--- src/design/w36fx_pkg.sv ---
// shared types and constants for the word36 float / extended precision converter
package w36fx_pkg;

    // operation codes carried in s_axis_tuser
    localparam logic [1:0] CMD_UNPACK      = 2'd0;
    localparam logic [1:0] CMD_PACK_DOUBLE = 2'd1;
    localparam logic [1:0] CMD_PACK_SINGLE = 2'd2;

    // result status carried in m_axis_tuser
    typedef enum logic [1:0] {
        STATUS_NORMAL    = 2'd0,
        STATUS_OVERFLOW  = 2'd1,
        STATUS_UNDERFLOW = 2'd2
    } status_t;

    // word36 float format
    localparam logic [7:0]  WEXP_MAX = 8'hFF;
    // extended format
    localparam logic [14:0] XEXP_MAX = 15'h7FFF;
    // 16383 - 127
    localparam logic [14:0] REBIAS   = 15'd16256;

    // beat widths
    localparam int unsigned S_TDATA_W = 160;
    localparam int unsigned M_TDATA_W = 152;

endpackage

--- src/design/word36_float_extended_converter.sv ---
// top level of the word36 float / 80-bit extended precision converter
module word36_float_extended_converter
    import w36fx_pkg::*;
(
    input  logic                 aclk,
    input  logic                 aresetn,
    input  logic                 s_axis_tvalid,
    output logic                 s_axis_tready,
    // word_high[35:0], word_low[71:36], ext_sign_exp[87:72],
    // ext_significand[151:88], round_to_nearest[152], zero fill [159:153]
    input  logic [S_TDATA_W-1:0] s_axis_tdata,
    // command[1:0]
    input  logic [1:0]           s_axis_tuser,
    output logic                 m_axis_tvalid,
    input  logic                 m_axis_tready,
    // ext_sign_exp_out[15:0], ext_significand_out[79:16],
    // word_high_out[115:80], word_low_out[151:116]
    output logic [M_TDATA_W-1:0] m_axis_tdata,
    // status[1:0]
    output logic [1:0]           m_axis_tuser
);

    // Converts between a 36-bit-word float (sign, 8-bit exponent biased by 127, 63-bit
    // significand split over two words) and 80-bit extended precision. The command in
    // s_axis_tuser selects unpack of two words to extended form (0), pack to a double
    // word (1) or pack to a single word (2) with optional round to nearest even; command
    // 3 yields an all-zero result. Every input beat produces exactly one output beat
    // whose m_axis_tuser reports normal, overflow or underflow. The block is a two-stage
    // pipeline: an input register, then one level of conversion logic (a 15-bit rebias
    // and clamp and a 28-bit rounding increment) into the output register. It takes one
    // beat per clock cycle while the output side is ready. A stalled output register
    // still lets the input register fill, so one extra beat is absorbed during
    // backpressure.

    // input stage
    logic        in_valid_reg;
    logic [1:0]  cmd_reg;
    logic [35:0] word_high_reg;
    logic [35:0] word_low_reg;
    logic [15:0] sign_exp_reg;
    logic [63:0] sig_reg;
    logic        rnd_reg;

    // output stage
    logic                 out_valid_reg;
    logic [M_TDATA_W-1:0] out_data_reg;
    status_t              out_status_reg;

    logic stage_advance;

    // conversion results
    logic [15:0] res_sign_exp;
    logic [63:0] res_sig;
    logic [35:0] res_word_high;
    logic [35:0] res_word_low;
    status_t     res_status;

    logic        sign_bit;
    logic [14:0] xexp;
    logic [14:0] exp_diff;
    logic [7:0]  exp_clamped;
    logic        round_up;
    logic [27:0] sig_upper_rounded;
    logic        carry_flip;
    logic [7:0]  exp_rounded;
    logic [14:0] unpack_exp;

    // the input register moves on when the output register is empty or being drained
    assign stage_advance = in_valid_reg && (!out_valid_reg || m_axis_tready);
    assign s_axis_tready = !in_valid_reg || stage_advance;

    always_ff @(posedge aclk) begin
        if (!aresetn) begin
            in_valid_reg <= 1'b0;
        end else if (s_axis_tready) begin
            in_valid_reg <= s_axis_tvalid;
        end
        if (s_axis_tvalid && s_axis_tready) begin
            cmd_reg       <= s_axis_tuser;
            word_high_reg <= s_axis_tdata[35:0];
            word_low_reg  <= s_axis_tdata[71:36];
            sign_exp_reg  <= s_axis_tdata[87:72];
            sig_reg       <= s_axis_tdata[151:88];
            rnd_reg       <= s_axis_tdata[152];
        end
    end

    // extended to word exponent: subtract the bias difference, clamp to 0..255
    assign sign_bit = sign_exp_reg[15];
    assign xexp     = sign_exp_reg[14:0];
    assign exp_diff = xexp - REBIAS;

    always_comb begin
        if (xexp <= REBIAS) begin
            exp_clamped = 8'd0;
        end else if (exp_diff >= 15'(WEXP_MAX)) begin
            exp_clamped = WEXP_MAX;
        end else begin
            exp_clamped = exp_diff[7:0];
        end
    end

    // round to nearest even on the 36 dropped bits; only the upper 28 bits change
    assign round_up          = rnd_reg && sig_reg[35] && ((|sig_reg[34:0]) || sig_reg[36]);
    assign sig_upper_rounded = sig_reg[63:36] + 28'(round_up);
    assign carry_flip        = sig_upper_rounded[27] ^ sig_reg[63];
    assign exp_rounded       = exp_clamped + 8'(carry_flip);

    // unpack: rebias, no special case for exponent 255
    assign unpack_exp = 15'(word_high_reg[34:27]) + REBIAS;

    always_comb begin
        res_sign_exp  = 16'd0;
        res_sig       = 64'd0;
        res_word_high = 36'd0;
        res_word_low  = 36'd0;
        res_status    = STATUS_NORMAL;
        case (cmd_reg) inside
            CMD_UNPACK: begin
                res_sign_exp = {word_high_reg[35], unpack_exp};
                res_sig      = {1'b1, word_high_reg[26:0], word_low_reg};
            end
            CMD_PACK_DOUBLE, CMD_PACK_SINGLE: begin
                if (xexp == XEXP_MAX) begin
                    // infinity / nan: significand passes through, truncated for single
                    res_word_high = {sign_bit, WEXP_MAX, sig_reg[62:36]};
                    if (cmd_reg == CMD_PACK_DOUBLE) begin
                        res_word_low = sig_reg[35:0];
                    end
                end else if (exp_clamped == 8'd0 && sig_reg != 64'd0) begin
                    res_status = STATUS_UNDERFLOW;
                end else if (exp_clamped == WEXP_MAX) begin
                    res_word_high = {sign_bit, WEXP_MAX, 27'd0};
                    res_status    = STATUS_OVERFLOW;
                end else if (cmd_reg == CMD_PACK_DOUBLE) begin
                    res_word_high = {sign_bit, exp_clamped, sig_reg[62:36]};
                    res_word_low  = sig_reg[35:0];
                end else if (exp_rounded == WEXP_MAX) begin
                    // rounding carry pushed the exponent to the top
                    res_word_high = {sign_bit, WEXP_MAX, 27'd0};
                    res_status    = STATUS_OVERFLOW;
                end else begin
                    res_word_high = {sign_bit, exp_rounded, sig_upper_rounded[26:0]};
                end
            end
            default: begin
            end
        endcase
    end

    // output register
    always_ff @(posedge aclk) begin
        if (!aresetn) begin
            out_valid_reg <= 1'b0;
        end else if (!out_valid_reg || m_axis_tready) begin
            out_valid_reg <= in_valid_reg;
        end
        if (stage_advance) begin
            out_data_reg   <= {res_word_low, res_word_high, res_sig, res_sign_exp};
            out_status_reg <= res_status;
        end
    end

    assign m_axis_tvalid = out_valid_reg;
    assign m_axis_tdata  = out_data_reg;
    assign m_axis_tuser  = out_status_reg;

endmodule

--- config.mk ---
export PLATFORM = sky130hd
export DESIGN_NAME = word36_float_extended_converter
export DESIGN_NICKNAME = d
export VERILOG_FILES = /design/src/design/w36fx_pkg.sv /design/src/design/word36_float_extended_converter.sv
export SDC_FILE = /design/constraint.sdc
export NUM_CORES = 1
export LEC_CHECK = 0
export ABC_CLOCK_PERIOD_IN_PS = 9700
export BUFFER_PORTS_ARGS = -buffer_cell sky130_fd_sc_hd__buf_2
export CAP_MARGIN = 40
export CORE_ASPECT_RATIO = 1.25
export CORE_MARGIN = 8
export CORE_UTILIZATION = 50
export DETAILED_ROUTE_END_ITERATION = 8
export PLACE_DENSITY = 0.81
export SYNTH_ARGS = -nofsm -noshare
export SYNTH_HDL_FRONTEND = slang
export SYNTH_SLANG_ARGS = --single-unit
export TNS_END_PERCENT = 50
--- constraint.sdc ---
create_clock -name aclk -period 9.7 [get_ports aclk]
set_clock_uncertainty 0.15 [all_clocks]
set_input_delay 0.97 -clock aclk [delete_from_list [all_inputs] [get_ports aclk]]
set_output_delay 0.97 -clock aclk [all_outputs]
set_load 0.01 [all_outputs]
======== After elaboration in Yosys (flattened, before gate mapping) ========
Cells that the tools add are included.
operators by class
  magnitude comparators ................... 2
  bitwise operators ....................... 2
  $add $sub $neg .......................... 4
  equal/unequal tests ..................... 5
  reductions and logical operators ........ 18
  muxes and demuxes ....................... 16
operators with widths
  cell                                                                      count
  36-bit 2-to-1 mux                                                         6
  35-bit 2-to-1 mux                                                         3
  64-bit 2-to-1 mux                                                         1
  64-bit nonzero test                                                       1
  35-bit OR reduction                                                       1
  28-bit by 1-bit adder with 28-bit output                                  1
  8-bit equality test (second input constant)                               2
  8-bit 2-to-1 mux                                                          2
  8-bit by 14-bit adder with 15-bit output (second input constant)          1
  15-bit equality test (second input constant)                              1
  15-bit by 8-bit >= comparator with 1-bit output (second input constant)   1
  15-bit by 14-bit <= comparator with 1-bit output (second input constant)  1
  15-bit by 14-bit subtractor with 15-bit output (second input constant)    1
  8-bit by 1-bit adder with 8-bit output                                    1
  8-bit logical NOT                                                         1
  1-bit logical AND                                                         5
  2-bit OR reduction                                                        2
  4-bit OR reduction                                                        1
  1-bit logical OR                                                          3
  1-bit 2-to-1 mux                                                          3
  3-bit OR reduction                                                        1
  2-bit by 1-bit equality test with 1-bit output (second input constant)    1
  2-bit equality test (second input constant)                               1
  1-bit logical NOT                                                         2
  4 further kinds                                                           4
storage, ports and cells
  register bits ........................... 311
  output and inout bits ................... 156
  input port bits ......................... 166
  logic and storage cells ................. 60

======== Logic depth before layout (Yosys ltp) ========
  depth in word-level cells ............... 12
  mapped depth ............................ 20
  depth with buffers taken out ............ 17

======== Worst setup path after synthesis ========
No wires, ideal clock.
  path type ............................... input -> register
  from .................................... input m_axis_tready
  to ...................................... register out_data_reg[0], in the netlist m_axis_tdata[0], enable pin
  data required time ...................... 8.875 ns
  slack ................................... 1.286 ns
  path buffers ............................ 0
  stages on the path ...................... 2
  arrival ................................. 7.589 ns
  library setup time ...................... 0.675 ns
  cell sequence ........................... nor2b_1 > nor2b_1
between the ends
  longest elaborated chain between the ends .. 2
ends and longest elaborated chain
  element               line                                    RTL
  start, declared       word36_float_extended_converter.sv:15   input logic m_axis_tready,
  1-bit logical OR      word36_float_extended_converter.sv:69   assign stage_advance = in_valid_reg && (!out_valid_reg || m_axis_tready);
  1-bit logical AND     word36_float_extended_converter.sv:69
  via stage_advance     word36_float_extended_converter.sv:49   logic stage_advance;
  end signal, assigned  word36_float_extended_converter.sv:159  out_data_reg <= {res_word_low, res_word_high, res_sig, res_sign_exp};
  end, declared         word36_float_extended_converter.sv:46   logic [M_TDATA_W-1:0] out_data_reg;
The timed path passes the listed nets, and every way through them passes these cells.
A chain may end at the register's enable or synchronous reset.

======== Final worst setup path ========
  from .................................... register sign_exp_reg[7]
  to ...................................... register out_data_reg[100], in the netlist m_axis_tdata[100], data pin
between the ends
  longest elaborated chain between the ends .. 11
  elaborated cells between the ends (all ways) .. 16
  those cells by class .................... add/sub (2); order compare (2); eq/ne (3); mux (7); reduce/logical (2)
ends and longest elaborated chain
  element                                          line                                    RTL
  start, declared                                  word36_float_extended_converter.sv:40   logic [15:0] sign_exp_reg;
  start signal, assigned                           word36_float_extended_converter.sv:82   sign_exp_reg <= s_axis_tdata[87:72];
  15-bit by 14-bit subtractor with 15-bit output   word36_float_extended_converter.sv:91   assign exp_diff = xexp - REBIAS;
  15-bit by 8-bit >= comparator with 1-bit output  word36_float_extended_converter.sv:96   end else if (exp_diff >= 15'(WEXP_MAX)) begin
  8-bit 2-to-1 mux                                 word36_float_extended_converter.sv:96
  8-bit 2-to-1 mux                                 word36_float_extended_converter.sv:94   if (xexp <= REBIAS) begin
  8-bit by 1-bit adder with 8-bit output           word36_float_extended_converter.sv:107  assign exp_rounded = exp_clamped + 8'(carry_flip);
  8-bit equality test                              word36_float_extended_converter.sv:138  end else if (exp_rounded == WEXP_MAX) begin
  35-bit 2-to-1 mux                                word36_float_extended_converter.sv:138
  35-bit 2-to-1 mux                                word36_float_extended_converter.sv:135  end else if (cmd_reg == CMD_PACK_DOUBLE) begin
  35-bit 2-to-1 mux                                word36_float_extended_converter.sv:132  end else if (exp_clamped == WEXP_MAX) begin
  36-bit 2-to-1 mux                                word36_float_extended_converter.sv:130  end else if (exp_clamped == 8'd0 && sig_reg != 64'd0) begin
  36-bit 2-to-1 mux *                              word36_float_extended_converter.sv:124  if (xexp == XEXP_MAX) begin
Every way passes the cells marked *; elsewhere a longest branch is shown, timed or not.

==> key figures <==
Drt
  • Routed via count: 7,165
  • DRC: 0
  • Vias per cell: approximately 5.3
  • Drt first pass iters: 5
  • Drt total wl: 26.5 mm
  • Final ANT Viol Nets: 0
  • WL/cell: 19.5 µm
  • Initial DRC count: 347

Pwr
  • Max VDD drop: around 0.15 mV
  • Pleak: 0.00553 µW
  • Total power: around 2800 µW
  • Cell Pwr Density: 192 mW/mm²

Global routing
  • Met1 usage: 0.188
  • Total global-route track usage: 0.181
  • Vias in the first global route: 7,371
  • Gr ovfl total: 0
  • Top Usage Layer GRT: met2
  • GRT met2 Usage: 0.328
  • First-pass GRT wire length: 40.5 mm
  • GR Layer Usage met3: 0.0622
  • Antenna violations before repair: 13
  • Largest net degree at the start of global routing: between 50 and 60

Die
  • Initial Utilization: 0.510
  • Rows: 62
  • Die ar.: 0.0287 mm²
  • Die H: 187 µm
  • Die Wd: 153 µm
  • Core area: between 0.02 and 0.025 mm²
  • Io pins: roughly 320

Job
  • MaxCap Viol Count: 0

Setup path
  • CP endpoint kind: register
  • Critical path buffer and inverter count: 1
  • Startpoint Class: register
  • CP Max Fanout: 31
  • Required @ worst endpoint: 9820 ps
  • Critical path's slowest cell: edfxtp_1
  • Cells along the critical path: ha_1 > nand3_1 > xnor2_1 > or4_4 > or2_0 > nor2_1 > nor2_1 > ha_1 > ha_1 > a22oi_1 > o211a_1 > o211ai_1 > nor4_2 > a2111oi_4 > buf_4 > and3_1 > a221o_1
  • Crit path max-delay family: simple AND/OR/NAND/NOR gates
  • Slowest stage delay, CP: 510 ps
  • Critical path class: register to register
  • Critical path arrival: 4850 ps
  • Most used cell, CP: ha_1

Clock network
  • PostCTS Resize Cnt: 0
  • Clk buf depth: 3
  • CTS Sinks: 305
  • Post-CTS Hold Fix Bufs: 0
  • CTS root buf: clkbuf_16
  • H-tree levels: 1
  • Clk pin slew, worst setup/hold paths: 60 ps
  • Clock latency on the worst-skew pair: ~530 ps
  • Total CTS buffers: 29
  • CTS tree: yes
  • Setup bufs post-CTS: 0

Logic synthesis
  • Post-Syn Nets: 900
  • Dominant synthesized flop cell: edfxtp_1
  • Syn Std Cell Area: ~0.012 mm²
  • Yosys warnings: 0
  • Mapped Cells: 727
  • Number of flops mapped to enable cells by yosys: approximately 300
  • Sequential element share of the synthesized area: 0.779
  • Yosys reg bits: 305
  • Avg Cell Area, Syn: 16.1 µm²
  • Synth cell types: 53
  • Synth async-reset ratio: 0

STA
  • Final worst-path cycle share: 0.488
  • Post-Route Setup TNS: 0 ps
  • Final number of max-transition violations: 0
  • Min Clock Period, post-route: between 4000 and 5000 ps
  • Fmax: 211 MHz
  • RSZ-0062 raised after global routing: no
  • Hold violation total from the final report: 0
  • Rel. slew slack: 0.414
  • Setup violators final: 0
  • Worst-margin pin slew: a little under 900 ps

Place
  • Port Buffers: 314
  • Area post-placement: 0.0136 mm²
  • HPWL reported at the end of detailed placement: 19.4 mm
  • Gp weighted congestion: 0.917

Final layout
  • P&R area growth vs syn: 23.5%
  • Fraction of layout instances using a drive strength above 1: 0.351
  • Nets: 1,224
  • Number of flip-flops under the largest register name: roughly 150
  • Finished Cell Area: about 0.015 mm²

Outcome
  • Outcome: completed

Worst hold path
  • Worst Hold Class: register to register
-- logic make-up after synthesis --
logic type,count (synthesis),share of synthesized area
DFF,305,0.779
and+or+nand+nor,297,0.144
xor gates and xnor gates,14,0.0104
buffers and inverters,37,0.0153
muxes,2,0.00171
AOI/OAI and AO/OA,65,0.0425
adders and majority gates,7,0.00746
-- power by group --
group	internal, µW	total (µW)	switching [µW]	leakage (µW)
combinational	70.4	171	100	0.00221
clock	599	1050	447	0.000427
sequential	1530	1570	33.3	0.00289
-- final timing paths --
kind	slack, ps	end	start	depth (start not counted)
max	4970	m_axis_tdata[100]	sign_exp_reg[7]	17
min	370	m_axis_tdata[77]	word_high_reg[25]	1
max reg2reg	4970	m_axis_tdata[100]	sign_exp_reg[7]	17
min reg2reg	370	m_axis_tdata[77]	word_high_reg[25]	1
-- metal layers --
layer  part of all wire  wire (µm)
met1               0.35       9360
met2               0.52      13900
met3              0.086       2280
met4              0.033        877
met5             0.0042        111
-- cells in the mapped netlist (all sizes together) (5+ instances only) --
library cell | n | area (µm²)
a211oi | 6 | 45.0
a21oi | 13 | 65.1
a221o | 12 | 120
and2 | 110 | 688
and3 | 17 | 106
buf | 12 | 86.3
clkbuf | 17 | 63.8
edfxtp | 303 | 9100
ha | 7 | 87.6
inv | 7 | 26.3
nand2 | 32 | 120
nand3 | 24 | 120
nand4 | 11 | 75.1
nor2 | 33 | 124
nor2b | 8 | 50.1
nor3 | 19 | 95.1
nor4 | 19 | 125
o21a | 5 | 37.5
o21ai | 10 | 50.0
xnor2 | 8 | 70.1
xor2 | 6 | 52.6
-- layout make-up --
cell class	count	area [µm²]
sequential	305	9140
fill	1652	8540
multi-input combinational	385	2440
timing repair buffer	322	1650
clock buffer	34	744
tap	288	360
clock inverter	13	128
inverter	8	30.0
antenna	4	10.0
-- placed cells by master, fill, tap and decap left out, drive strengths merged, types with 4 or more instances in the layout --
cell,count
nand2,32
a221o,12
a21oi,13
clkinv,9
edfxtp,303
nor3,19
buf,322
and3,17
inv,9
or2,4
and2,110
xor2,6
o21a,5
clkbuf,34
ha,7
nand3,24
o21ai,10
nor2b,8
diode,4
nor4,19
or3,4
nor2,33
a211oi,6
nand4,11
nand2b,4
xnor2,8
-- per-stage QoR --
stage	util	hold slack (ps)	instances	setup slack, ps
floorplan	-	327	727	1290
global placement	0.590	354	1307	5140
detailed placement	0.591	356	1308	5030
CTS	0.629	372	1355	5020
global route	0.629	382	1358	4630
finish	0.629	369	1359	4970
No activity file was read; power rests on OpenSTA's default activity.
